File: src/bc3_pkg.sv
// Shared types, constants and texel helpers for the BC3 block decoder.
package bc3_pkg;

  localparam int unsigned TEXELS    = 16;
  localparam int unsigned CNT_W     = 4;
  localparam int unsigned COORD_W   = 12;
  localparam int unsigned AIDX_LSB  = 16;
  localparam int unsigned CIDX_LSB  = 32;

  localparam logic [11:0] ALPHA_RECIP7 = 12'd2341;
  localparam logic [11:0] ALPHA_RECIP5 = 12'd3277;
  localparam int unsigned ALPHA_SHIFT  = 14;
  localparam logic [10:0] ALPHA_FULL5  = 11'd1275;
  localparam logic [10:0] COLOR_RECIP3 = 11'd1366;
  localparam int unsigned COLOR_SHIFT  = 12;

  typedef struct packed {
    logic [7:0]         a0;
    logic [7:0]         a1;
    logic [2:0]         a_idx;
    logic [15:0]        c0;
    logic [15:0]        c1;
    logic [1:0]         c_idx;
    logic [COORD_W-1:0] x;
    logic [COORD_W-1:0] y;
    logic               last;
  } bc3_sel_t;

  typedef struct packed {
    logic [10:0]        a_sum;
    logic               a_div7;
    logic [9:0]         r_sum;
    logic [9:0]         g_sum;
    logic [9:0]         b_sum;
    logic [COORD_W-1:0] x;
    logic [COORD_W-1:0] y;
    logic               last;
  } bc3_mix_t;

  function automatic logic [7:0] expand5(input logic [4:0] v);
    return {v, v[4:2]};
  endfunction

  function automatic logic [7:0] expand6(input logic [5:0] v);
    return {v, v[5:4]};
  endfunction

endpackage

File: src/bc3_if.sv
// Valid/ready channel interfaces for compressed blocks and decoded texels.
interface bc3_in_if;
  logic        valid;
  logic        ready;
  logic [63:0] alpha_half;
  logic [63:0] color_half;
  logic [11:0] origin_x;
  logic [11:0] origin_y;

  modport source (output valid, alpha_half, color_half, origin_x, origin_y, input ready);
  modport sink   (input valid, alpha_half, color_half, origin_x, origin_y, output ready);
endinterface

interface bc3_out_if;
  logic        valid;
  logic        ready;
  logic [11:0] pixel_x;
  logic [11:0] pixel_y;
  logic [31:0] argb;
  logic        last_texel;

  modport source (output valid, pixel_x, pixel_y, argb, last_texel, input ready);
  modport sink   (input valid, pixel_x, pixel_y, argb, last_texel, output ready);
endinterface

File: src/bc3_blk_hold.sv
// Block holding register and texel counter that picks one texel per cycle while sel_ready is high.
module bc3_blk_hold (
  input  logic               clk,
  input  logic               rst_n,
  bc3_in_if.sink             in_ch,
  input  logic               sel_ready,
  output logic               sel_valid,
  output bc3_pkg::bc3_sel_t  sel
);

  logic                      blk_valid_r;
  logic [bc3_pkg::CNT_W-1:0] cnt_r;
  logic [63:0]               alpha_half_r;
  logic [63:0]               color_half_r;
  logic [11:0]               origin_x_r;
  logic [11:0]               origin_y_r;
  logic                      adv;
  logic                      at_last;
  logic                      accept;

  assign at_last     = (cnt_r == bc3_pkg::CNT_W'(bc3_pkg::TEXELS - 1));
  assign adv         = blk_valid_r && sel_ready;
  assign in_ch.ready = !blk_valid_r || (sel_ready && at_last);
  assign accept      = in_ch.valid && in_ch.ready;

  always_ff @(posedge clk) begin
    if (!rst_n) begin
      blk_valid_r <= 1'b0;
      cnt_r       <= '0;
    end else begin
      if (accept) begin
        blk_valid_r <= 1'b1;
        cnt_r       <= '0;
      end else if (adv) begin
        cnt_r <= cnt_r + 1'b1;
        if (at_last) begin
          blk_valid_r <= 1'b0;
        end
      end
    end
  end

  always_ff @(posedge clk) begin
    if (accept) begin
      alpha_half_r <= in_ch.alpha_half;
      color_half_r <= in_ch.color_half;
      origin_x_r   <= in_ch.origin_x;
      origin_y_r   <= in_ch.origin_y;
    end
  end

  assign sel_valid = blk_valid_r;

  always_comb begin
    sel.a0    = alpha_half_r[7:0];
    sel.a1    = alpha_half_r[15:8];
    sel.a_idx = alpha_half_r[bc3_pkg::AIDX_LSB + 3 * cnt_r +: 3];
    sel.c0    = color_half_r[15:0];
    sel.c1    = color_half_r[31:16];
    sel.c_idx = color_half_r[bc3_pkg::CIDX_LSB + 2 * cnt_r +: 2];
    sel.x     = origin_x_r + 12'(cnt_r[1:0]);
    sel.y     = origin_y_r + 12'(cnt_r[3:2]);
    sel.last  = at_last;
  end

endmodule

File: src/bc3_texel_mix.sv
// Weighted endpoint sums for one texel, registered ahead of the divide.
module bc3_texel_mix (
  input  logic               clk,
  input  logic               rst_n,
  input  logic               sel_valid,
  output logic               sel_ready,
  input  bc3_pkg::bc3_sel_t  sel,
  output logic               mix_valid,
  input  logic               mix_ready,
  output bc3_pkg::bc3_mix_t  mix
);

  logic               mix_valid_r;
  bc3_pkg::bc3_mix_t  mix_r;
  bc3_pkg::bc3_mix_t  mix_nxt;
  logic [2:0]         w0;
  logic [2:0]         w1;
  logic               div7;
  logic               full5;
  logic [7:0]         c0_ch [3];
  logic [7:0]         c1_ch [3];
  logic [9:0]         c_sum [3];

  assign sel_ready = !mix_valid_r || mix_ready;

  always_comb begin
    div7  = (sel.a0 > sel.a1);
    full5 = 1'b0;
    if (div7) begin
      case (sel.a_idx)
        3'd0:    begin w0 = 3'd7; w1 = 3'd0; end
        3'd1:    begin w0 = 3'd0; w1 = 3'd7; end
        default: begin w0 = 3'd0 - sel.a_idx; w1 = sel.a_idx - 3'd1; end
      endcase
    end else begin
      case (sel.a_idx)
        3'd0:    begin w0 = 3'd5; w1 = 3'd0; end
        3'd1:    begin w0 = 3'd0; w1 = 3'd5; end
        3'd6:    begin w0 = 3'd0; w1 = 3'd0; end
        3'd7:    begin w0 = 3'd0; w1 = 3'd0; full5 = 1'b1; end
        default: begin w0 = 3'd6 - sel.a_idx; w1 = sel.a_idx - 3'd1; end
      endcase
    end
  end

  always_comb begin
    c0_ch[0] = bc3_pkg::expand5(sel.c0[15:11]);
    c0_ch[1] = bc3_pkg::expand6(sel.c0[10:5]);
    c0_ch[2] = bc3_pkg::expand5(sel.c0[4:0]);
    c1_ch[0] = bc3_pkg::expand5(sel.c1[15:11]);
    c1_ch[1] = bc3_pkg::expand6(sel.c1[10:5]);
    c1_ch[2] = bc3_pkg::expand5(sel.c1[4:0]);
    for (int c = 0; c < 3; c++) begin
      case (sel.c_idx)
        2'd0:    c_sum[c] = 10'(c0_ch[c]) + 10'({c0_ch[c], 1'b0});
        2'd1:    c_sum[c] = 10'(c1_ch[c]) + 10'({c1_ch[c], 1'b0});
        2'd2:    c_sum[c] = 10'({c0_ch[c], 1'b0}) + 10'(c1_ch[c]);
        default: c_sum[c] = 10'(c0_ch[c]) + 10'({c1_ch[c], 1'b0});
      endcase
    end
  end

  always_comb begin
    mix_nxt.a_sum  = full5 ? bc3_pkg::ALPHA_FULL5
                           : 11'(11'(w0) * 11'(sel.a0)) + 11'(11'(w1) * 11'(sel.a1));
    mix_nxt.a_div7 = div7;
    mix_nxt.r_sum  = c_sum[0];
    mix_nxt.g_sum  = c_sum[1];
    mix_nxt.b_sum  = c_sum[2];
    mix_nxt.x      = sel.x;
    mix_nxt.y      = sel.y;
    mix_nxt.last   = sel.last;
  end

  always_ff @(posedge clk) begin
    if (!rst_n) begin
      mix_valid_r <= 1'b0;
    end else if (sel_ready) begin
      mix_valid_r <= sel_valid;
    end
  end

  always_ff @(posedge clk) begin
    if (sel_ready && sel_valid) begin
      mix_r <= mix_nxt;
    end
  end

  assign mix_valid = mix_valid_r;
  assign mix       = mix_r;

endmodule

File: src/bc3_texel_out.sv
// Reciprocal divide of the texel sums and the result register.
module bc3_texel_out (
  input  logic               clk,
  input  logic               rst_n,
  input  logic               mix_valid,
  output logic               mix_ready,
  input  bc3_pkg::bc3_mix_t  mix,
  bc3_out_if.source          out_ch
);

  logic        out_valid_r;
  logic [11:0] pixel_x_r;
  logic [11:0] pixel_y_r;
  logic [31:0] argb_r;
  logic        last_r;
  logic [22:0] a_prod;
  logic [20:0] r_prod;
  logic [20:0] g_prod;
  logic [20:0] b_prod;
  logic [31:0] argb_nxt;

  assign mix_ready = !out_valid_r || out_ch.ready;

  always_comb begin
    a_prod = 23'(mix.a_sum) *
             23'(mix.a_div7 ? bc3_pkg::ALPHA_RECIP7 : bc3_pkg::ALPHA_RECIP5);
    r_prod = 21'(mix.r_sum) * 21'(bc3_pkg::COLOR_RECIP3);
    g_prod = 21'(mix.g_sum) * 21'(bc3_pkg::COLOR_RECIP3);
    b_prod = 21'(mix.b_sum) * 21'(bc3_pkg::COLOR_RECIP3);
    argb_nxt = {a_prod[bc3_pkg::ALPHA_SHIFT +: 8], r_prod[bc3_pkg::COLOR_SHIFT +: 8],
                g_prod[bc3_pkg::COLOR_SHIFT +: 8], b_prod[bc3_pkg::COLOR_SHIFT +: 8]};
  end

  always_ff @(posedge clk) begin
    if (!rst_n) begin
      out_valid_r <= 1'b0;
    end else if (mix_ready) begin
      out_valid_r <= mix_valid;
    end
  end

  always_ff @(posedge clk) begin
    if (mix_ready && mix_valid) begin
      pixel_x_r <= mix.x;
      pixel_y_r <= mix.y;
      argb_r    <= argb_nxt;
      last_r    <= mix.last;
    end
  end

  assign out_ch.valid      = out_valid_r;
  assign out_ch.pixel_x    = pixel_x_r;
  assign out_ch.pixel_y    = pixel_y_r;
  assign out_ch.argb       = argb_r;
  assign out_ch.last_texel = last_r;

endmodule

File: src/bc3_block_decoder.sv
// Top level of the BC3 block decoder: block holder, texel sums, divide and result register.
//
//   channel | dir | payload                                   | handshake
//   in_ch   | in  | alpha_half, color_half, origin_x, origin_y | valid/ready
//   out_ch  | out | pixel_x, pixel_y, argb, last_texel         | valid/ready
//
// One block yields 16 texels, one per cycle while out_ch does not stall; with
// the single block holding register and its texel counter, a new block waits for the current one.
// The next block is taken in the cycle its predecessor's last texel moves on.
// A block's first texel goes through the block holding, sum and result registers to out_ch.
// Reset is synchronous on rst_n and empties all stages; a stall on out_ch holds the
// result register, and once the sum register is full it holds that and the texel counter.
module bc3_block_decoder (
  input  logic       clk,
  input  logic       rst_n,
  bc3_in_if.sink     in_ch,
  bc3_out_if.source  out_ch
);

  logic               sel_valid;
  logic               sel_ready;
  bc3_pkg::bc3_sel_t  sel;
  logic               mix_valid;
  logic               mix_ready;
  bc3_pkg::bc3_mix_t  mix;

  bc3_blk_hold u_hold (
    .clk       (clk),
    .rst_n     (rst_n),
    .in_ch     (in_ch),
    .sel_ready (sel_ready),
    .sel_valid (sel_valid),
    .sel       (sel)
  );

  bc3_texel_mix u_mix (
    .clk       (clk),
    .rst_n     (rst_n),
    .sel_valid (sel_valid),
    .sel_ready (sel_ready),
    .sel       (sel),
    .mix_valid (mix_valid),
    .mix_ready (mix_ready),
    .mix       (mix)
  );

  bc3_texel_out u_out (
    .clk       (clk),
    .rst_n     (rst_n),
    .mix_valid (mix_valid),
    .mix_ready (mix_ready),
    .mix       (mix),
    .out_ch    (out_ch)
  );

endmodule

File: src/flat_wrapper.sv
// flat-port wrapper written by rule: the top's interface ports become plain ports
module bc3_block_decoder_flat 
  (clk, rst_n, in_ch_valid, in_ch_alpha_half, in_ch_color_half, in_ch_origin_x, in_ch_origin_y, in_ch_ready, out_ch_valid, out_ch_pixel_x, out_ch_pixel_y, out_ch_argb, out_ch_last_texel, out_ch_ready);
  bc3_in_if in_ch_i ();
  bc3_out_if out_ch_i ();
  input  logic clk;
  input  logic rst_n;
  input wire logic [$bits(in_ch_i.valid)-1:0] in_ch_valid;
  input wire logic [$bits(in_ch_i.alpha_half)-1:0] in_ch_alpha_half;
  input wire logic [$bits(in_ch_i.color_half)-1:0] in_ch_color_half;
  input wire logic [$bits(in_ch_i.origin_x)-1:0] in_ch_origin_x;
  input wire logic [$bits(in_ch_i.origin_y)-1:0] in_ch_origin_y;
  output wire logic [$bits(in_ch_i.ready)-1:0] in_ch_ready;
  output wire logic [$bits(out_ch_i.valid)-1:0] out_ch_valid;
  output wire logic [$bits(out_ch_i.pixel_x)-1:0] out_ch_pixel_x;
  output wire logic [$bits(out_ch_i.pixel_y)-1:0] out_ch_pixel_y;
  output wire logic [$bits(out_ch_i.argb)-1:0] out_ch_argb;
  output wire logic [$bits(out_ch_i.last_texel)-1:0] out_ch_last_texel;
  input wire logic [$bits(out_ch_i.ready)-1:0] out_ch_ready;
  assign in_ch_i.valid = in_ch_valid;
  assign in_ch_i.alpha_half = in_ch_alpha_half;
  assign in_ch_i.color_half = in_ch_color_half;
  assign in_ch_i.origin_x = in_ch_origin_x;
  assign in_ch_i.origin_y = in_ch_origin_y;
  assign in_ch_ready = in_ch_i.ready;
  assign out_ch_valid = out_ch_i.valid;
  assign out_ch_pixel_x = out_ch_i.pixel_x;
  assign out_ch_pixel_y = out_ch_i.pixel_y;
  assign out_ch_argb = out_ch_i.argb;
  assign out_ch_last_texel = out_ch_i.last_texel;
  assign out_ch_i.ready = out_ch_ready;
  bc3_block_decoder u_core (.clk(clk), .rst_n(rst_n), .in_ch(in_ch_i), .out_ch(out_ch_i));
endmodule
File: config.mk
export PLATFORM = sky130hd
export DESIGN_NAME = bc3_block_decoder_flat
export DESIGN_NICKNAME = d
export VERILOG_FILES = /design/src/bc3_pkg.sv /design/src/bc3_if.sv /design/src/bc3_blk_hold.sv /design/src/bc3_texel_mix.sv /design/src/bc3_texel_out.sv /design/src/bc3_block_decoder.sv /design/src/flat_wrapper.sv
export SDC_FILE = /design/constraint.sdc
export NUM_CORES = 1
export LEC_CHECK = 0
export BUFFER_PORTS_ARGS = -buffer_cell sky130_fd_sc_hd__buf_4
export CORE_ASPECT_RATIO = 1.1
export CORE_MARGIN = 5
export CORE_UTILIZATION = 25
export CTS_CLUSTER_DIAMETER = 120
export DETAILED_ROUTE_END_ITERATION = 7
export PLACE_DENSITY_LB_ADDON = 0.3
export RECOVER_POWER = 100
export SLEW_MARGIN = 40
export SYNTH_ARGS = -nofsm -noshare
export SYNTH_HDL_FRONTEND = slang
export SYNTH_SLANG_ARGS = --single-unit
File: constraint.sdc
create_clock -name clk -period 11.2 [get_ports clk]
set_input_delay 1.68 -clock clk [delete_from_list [all_inputs] [get_ports clk]]
set_output_delay 1.68 -clock clk [all_outputs]
set_load 0.01 [all_outputs]
==> results of run 1 <==
## final cells by class
class                   instances  area [µm²]
fillers                      8645       58600
multi-input cells            1082       11500
flip-flops and latches        283        8430
well taps                    1130        1410
repair buffers                223        1310
inverters                     298        1120
clock buffers                  39         912
clock inverters                25         312
diodes                          2        5.00
## cells by family after synthesis
kind of cell / after synthesis / synth area share, %
adder cells (fa/ha/maj): 463 / 32.8
buffers and inverters: 322 / 5.81
flip-flops: 283 / 39.9
AND/OR/NAND/NOR: 222 / 5.39
AO/OA/AOI/OAI: 204 / 6.17
XOR/XNOR: 110 / 4.56
multiplexers: 72 / 5.26
other: 2 / 0.0356
## placed cells by master (no fill, tap or decap), drive strengths merged, types with 19 or more instances in the layout
master,instances
and2,19
o21ai,22
xnor2,74
fa,152
nand3,19
nand2,43
mux2,38
mux4,24
a21o,25
nor2,42
inv,305
nor2b,31
a21oi,78
ha,311
edfxtp,276
xor2,36
nor3,26
clkbuf,259
## layer usage
layer	up-vias	global-route usage (%)	routed length [µm]
met5	-	0	38
met3	78	2.23	2280
li1	6317	-	-
met2	254	18.6	23700
met1	6382	14.0	22000
met4	6	3.57	1490
## flip-flops by register name, summed over array words and instances (netlist names), 4 cells and up
signal,count
u_core.u_hold.alpha_half_r,64
u_core.u_hold.cnt_r,4
u_core.u_hold.color_half_r,64
u_core.u_hold.origin_x_r,12
u_core.u_hold.origin_y_r,12
u_core.u_mix.mix,67
u_core.u_out.out_ch.argb,32
u_core.u_out.out_ch.pixel_x,12
u_core.u_out.out_ch.pixel_y,12
## how the worst max path moves through the flow
stage | cells after the start | end
2_1_floorplan | 6 | u_core.u_hold.cnt_r[0]$_SDFFE_PP0P_
3_3_place_gp | 24 | u_core.u_mix.mix[66]$_SDFFCE_PP1P_
3_5_place_dp | 22 | u_core.u_mix.mix[65]$_SDFFCE_PP0P_
4_1_cts | 22 | u_core.u_mix.mix[65]$_SDFFCE_PP0P_
5_1_grt | 22 | u_core.u_mix.mix[66]$_SDFFCE_PP1P_
6_report | 23 | u_core.u_mix.mix[65]$_SDFFCE_PP0P_
## critical path: cells and delay by family, from the launching register on
family	cells	cell delay [ns]
fa+ha+maj	5	2.37
compound gates	9	2.25
buf+inv	5	1.76
mux	1	0.51
flops	1	0.30
simple gates	2	0.29
xor+xnor	1	0.15
## per-stage QoR
stage	hold WS, ns	worst slack [ns]	utilization [%]	cells
2_1_floorplan	0.400	1.15	-	1687
3_3_place_gp	0.402	4.50	28.9	3014
3_5_place_dp	0.407	4.22	28.9	3016
4_1_cts	0.410	4.26	30.4	3080
5_1_grt	0.411	2.66	29.9	3081
6_report	0.410	3.34	29.9	3082
==> flow_summary.ini, run 1 <==
[yosys]
yosysWarnings = 0
synth_flop_cell = sky130_fd_sc_hd__edfxtp_1
synthArstFlopShare_pct = 0
syn_area_mm2 = 0.0211
synth_edf_count = 276
synth_area_leader_cell = sky130_fd_sc_hd__edfxtp_1
synth_area_per_cell_um2 = 12.6
synth_commonest_cells = 311 x sky130_fd_sc_hd__ha_1, 297 x sky130_fd_sc_hd__inv_1, 276 x sky130_fd_sc_hd__edfxtp_1
ys_seq_area_share_pct = 39.9
most_repeated_cell_in_the_gate_level_netlist_after_synthesis = sky130_fd_sc_hd__ha_1
syn_inst = 1678
yosysTopAreaCellShare_pct = 39.3
netlist_top_cells_area = sky130_fd_sc_hd__edfxtp_1 39%, sky130_fd_sc_hd__ha_1 18%, sky130_fd_sc_hd__fa_1 14%, sky130_fd_sc_hd__inv_1 5.3%, sky130_fd_sc_hd__xnor2_1 3.1%
synth_cell_types = 62
synth-seq-cells = 283

[setup_path]
cp.required_ns = 11.51
critical_path.startpoint = u_core.u_hold.cnt_r[0]$_SDFFE_PP0P_
cp-end-kind = flop
worstPathCellList = clkbuf_1, mux4_1, nor2b_1, a211oi_1, a31oi_1, inv_1, ha_1, inv_1, o211ai_1, a21boi_0, fa_1, fa_1, inv_1, fa_1, inv_1, ha_1, a21o_1, a21oi_1, o21ai_0, a21oi_1, o21ai_0, xor2_1, and2_0
rr_endpoint = u_core.u_mix.mix[65]$_SDFFCE_PP0P_
cpMostUsedCell = sky130_fd_sc_hd__inv_1
r2r_cells = 23
crit_type = flop to flop
r2r_start = u_core.u_hold.cnt_r[0]$_SDFFE_PP0P_
critPathMaxStageDelay_ns = 1.30
critical_path.max_fanout = 24
crit_path_top_delay_cell = sky130_fd_sc_hd__clkbuf_1
crit_arrival_ns = 8.18
timing.reg2reg.setup_slack_ns = 3.34
startpoint_type = flop

[clock_tree]
cts_setup_buffers = 0
cts_repair_resize_count = 0
clkTransAtPathRegs_ns = 0.07
clock_latency_ns = 0.56
ctsRootBufferMaster = sky130_fd_sc_hd__clkbuf_16
postCtsHoldBufs = 0
cts_tree = done
ctsHtreeMaxLevel = 2
tritoncts_buffer_count = 36
buffer_levels_on_the_longest_clock_path = 3
cts.sink_count = 283

[die]
chip_width_um = 287
fp.coreArea_mm2 = 0.0836
floorplan.initialDensity_pct = 25.2
rows = 111
die_h_um = 315
number_of_ports_placed_on_the_die_boundary = 215
die-area_mm2 = 0.0904

[routing]
vias_per_cell = 4.23
via_count = 13037
route.antenna.remaining_nets = 0
postRouteWirelength_um = 49500
drt_pre_antenna_iters = 5
drc = 0
detail_route.iter0.violations = 586
avgRoutedWirePerCell_um = 16.1

[placement]
dp_hpwl_um = 40400
placed_cell_area_mm2 = 0.0242
routability_congestion_estimate = 0.847
io_buffers = 214

[sta]
final_period_minus_worst_setup_slack_ns = 7.86
final.period_utilization_pct = 70.2
fmax_mhz = 127
setup-violations-final = 0
timing.clock.skew_ns = 0.0268
final.setup.tns_ns = 0
report.final.slew_viol_count = 325
timing_worst_slew_pin_value_ns = 4.36
slew-limit-headroom_pct = -191
grt_setup_unrepaired = no
timing_hold_violations_final = 0

[cells_and_area]
area_growth_pct = 18.4
design.final.nets = 2543
postLayoutCellArea_mm2 = 0.0250
share_of_post_route_cells_with_drive_strength_above_1_pct = 12.4

[worst_hold_path]
holdPathEnd = u_core.u_out.out_ch.pixel_x[11]$_DFFE_PP_
min_path_type = flop to flop
timing.hold.worst.start = u_core.u_mix.mix[24]$_DFFE_PP_
timing.hold.worst_path_depth = 0

[status]
violations_in_the_final_reports = max-capacitance violations, max-slew violations
run_status = finished, violations left

[grt]
grt_overflow = 0
grt_pass1_wl_um = 78500
grt_start_max_net_pins = 84
grt_antenna_before_repair = 4
via_count_of_the_first_global_routing_pass = 14309
gr-usage-all-layers_pct = 11.0

[run]
max_cap_violations = 6
Power of run 1 is not shown: default switching activity piles up to over one toggle a cycle in this logic, so the estimate is an artifact.
==> run 2: changes to the inputs <==
--- a/config.mk
+++ b/config.mk
@@ -5,6 +5,7 @@
 export SDC_FILE = /design/constraint.sdc
 export NUM_CORES = 1
 export LEC_CHECK = 0
+export ABC_AREA = 1
 export BUFFER_PORTS_ARGS = -buffer_cell sky130_fd_sc_hd__buf_4
 export CORE_ASPECT_RATIO = 1.1
 export CORE_MARGIN = 5
==> constraint.sdc (replaced) <==
create_clock -name clk -period 6.7 [get_ports clk]
set_input_delay 1.005 -clock clk [delete_from_list [all_inputs] [get_ports clk]]
set_output_delay 1.005 -clock clk [all_outputs]
set_load 0.01 [all_outputs]
==> run 2 against run 1 <==
  * The run still ends with max-capacitance violations, max-slew violations left
  * Worst setup slack got worse by 2.8 ns
  * Cell area increased by 4.1%
  * Routed wire length increased by 8.1%
  * Clock-buffer cell count decreased by 2
==> flow_summary.ini, run 2 <==
[sta]
final_period_minus_worst_setup_slack_ns = 6.12
setup-violations-final = 0
slew-limit-headroom_pct = -184
fmax_mhz = 163
report.final.slew_viol_count = 322
grt_setup_unrepaired = no
timing.clock.skew_ns = 0.0294
final.setup.tns_ns = 0
timing_hold_violations_final = 0
timing_worst_slew_pin_value_ns = 4.27
final.period_utilization_pct = 91.3

[placement]
dp_hpwl_um = 44000
routability_congestion_estimate = 0.838
io_buffers = 214

[setup_path]
critical_path.max_fanout = 25
crit_type = flop to flop
cpMostUsedCell = sky130_fd_sc_hd__fa_1
critPathMaxStageDelay_ns = 0.52
worstPathCellList = clkinvlp_4, nor2_1, o21ai_0, o211ai_1, nand3_1, nand2_1, inv_1, ha_1, inv_1, o21ai_0, nand2_1, nor2_1, fa_1, fa_1, inv_1, fa_1, fa_1, o21ai_0, nand4_1, o211ai_1, xor2_1, nand2_1
crit_path_top_delay_cell = sky130_fd_sc_hd__fa_1
startpoint_type = flop
cp-end-kind = flop
crit_arrival_ns = 6.41
cp.required_ns = 6.99

[clock_tree]
cts_repair_resize_count = 0
tritoncts_buffer_count = 34
buffer_levels_on_the_longest_clock_path = 3
cts.sink_count = 283
cts_setup_buffers = 0
clock_latency_ns = 0.56
ctsHtreeMaxLevel = 2
postCtsHoldBufs = 0
clkTransAtPathRegs_ns = 0.06
cts_tree = done
ctsRootBufferMaster = sky130_fd_sc_hd__clkbuf_16

[yosys]
ys_seq_area_share_pct = 38.1
synth_edf_count = 276
synthArstFlopShare_pct = 0
syn_area_mm2 = 0.0221
yosysWarnings = 0
synth_commonest_cells = 420 x sky130_fd_sc_hd__inv_1, 336 x sky130_fd_sc_hd__nand2_1, 311 x sky130_fd_sc_hd__ha_1
synth_flop_cell = sky130_fd_sc_hd__edfxtp_1
most_repeated_cell_in_the_gate_level_netlist_after_synthesis = sky130_fd_sc_hd__inv_1
netlist_top_cells_area = sky130_fd_sc_hd__edfxtp_1 37%, sky130_fd_sc_hd__ha_1 18%, sky130_fd_sc_hd__fa_1 14%, sky130_fd_sc_hd__inv_1 7.1%, sky130_fd_sc_hd__nand2_1 5.7%
synth_area_leader_cell = sky130_fd_sc_hd__edfxtp_1
syn_inst = 2242
yosysTopAreaCellShare_pct = 37.5
synth-seq-cells = 283
synth_area_per_cell_um2 = 9.87
synth_cell_types = 43

[die]
die_h_um = 322
rows = 114
chip_width_um = 294
floorplan.initialDensity_pct = 25.2
number_of_ports_placed_on_the_die_boundary = 215
die-area_mm2 = 0.0946
fp.coreArea_mm2 = 0.0879

[grt]
grt_overflow = 0
via_count_of_the_first_global_routing_pass = 15859
grt_start_max_net_pins = 78
grt_pass1_wl_um = 84400
grt_antenna_before_repair = 8
gr-usage-all-layers_pct = 11.2

[cells_and_area]
final_util_pct = 29.6
layout.cells.most_common = sky130_fd_sc_hd__inv_1
largest_register_ffs = 67
design.final.nets = 3099
layout_common_cells = 417 x sky130_fd_sc_hd__inv_1, 337 x sky130_fd_sc_hd__nand2_1, 311 x sky130_fd_sc_hd__ha_1
share_of_post_route_cells_with_drive_strength_above_1_pct = 8.63
area_growth_pct = 17.5

[routing]
route.antenna.remaining_nets = 0
via_count = 15466
avgRoutedWirePerCell_um = 14.6
detail_route.iter0.violations = 634
postRouteWirelength_um = 53500
vias_per_cell = 4.22
drc = 0
drt_pre_antenna_iters = 5

[status]
run_status = finished, violations left
violations_in_the_final_reports = max-capacitance violations, max-slew violations

[run]
max_cap_violations = 6

[worst_hold_path]
min_path_type = flop to flop
## run 2: cell types whose count changed after synthesis, moves of 14 or more
cell                      previous run  this run
sky130_fd_sc_hd__nor2_1             42       179
sky130_fd_sc_hd__a21oi_1            78       111
sky130_fd_sc_hd__mux2_2             38         0
sky130_fd_sc_hd__xnor2_1            74        28
sky130_fd_sc_hd__nand3_1            19        91
sky130_fd_sc_hd__a21o_1             25         7
sky130_fd_sc_hd__and2_1             18         3
sky130_fd_sc_hd__nand2_1            43       336
sky130_fd_sc_hd__nor3_1             26        12
sky130_fd_sc_hd__o21ai_0            20       141
sky130_fd_sc_hd__inv_1             297       420
sky130_fd_sc_hd__nor2b_1            29         0
sky130_fd_sc_hd__mux4_2             14         0
## run 2: worst paths after layout
kind	startpoint	to	slack [ns]	cells after the start
setup reg to reg	u_core.u_hold.cnt_r[1]$_SDFFE_PP0P_	u_core.u_mix.mix[66]$_SDFFCE_PP1P_	0.58	22
setup / recovery	u_core.u_hold.cnt_r[1]$_SDFFE_PP0P_	u_core.u_mix.mix[66]$_SDFFCE_PP1P_	0.58	22
hold reg to reg	u_core.u_mix.mix[2]$_DFFE_PP_	u_core.u_out.out_ch.pixel_y[1]$_DFFE_PP_	0.42	0
hold / removal	u_core.u_mix.mix[2]$_DFFE_PP_	u_core.u_out.out_ch.pixel_y[1]$_DFFE_PP_	0.42	0
## run 2: critical path: cells and delay by family (launching register included)
kind            cells  cell delay [ns]
fa+ha+maj           5             2.31
simple gates        7             1.16
compound gates      5             1.14
buf+inv             4             0.69
flops               1             0.37
xor+xnor            1             0.16
## run 2: routing by layer
metal  share of wire [%]  GRT usage, %
met4                 2.4          3.19
met5                0.12             0
met2                  46          18.5
met1                  46          14.8
met3                 5.2          2.63
## run 2: layout make-up
cell class                 count  area (µm²)
clock buffer                  37         862
inverter                     425        1600
clock inverter                23         284
sequential                   283        8430
multi-input combinational   1512       12000
tap                         1160        1450
antenna                        2        5.00
fill                        9248       61900
timing repair buffer         224        1380
## run 2: kinds of logic after synthesis
logic type,count (synthesis),share of synthesized area [%]
AO/OA/AOI/OAI,319,7.96
XOR/XNOR,72,2.85
adder cells (fa/ha/maj),463,31.3
buffers and inverters,456,7.83
flip-flops,283,38.1
other,2,0.0339
AND/OR/NAND/NOR,647,11.9
## run 2: through the flow
step | hold WS (ns) | worst slack, ns | std cells | area, µm²
floorplan | 0.400 | 1.39 | 2251 | 22200
CTS | 0.412 | 0.432 | 3664 | 26300
global placement | 0.402 | 0.557 | 3604 | 25200
finish | 0.416 | 0.583 | 3666 | 26000
detailed placement | 0.405 | 0.454 | 3604 | 25200
global route | 0.418 | 0.0452 | 3664 | 26000
Power of run 2 is left out for the same reason.
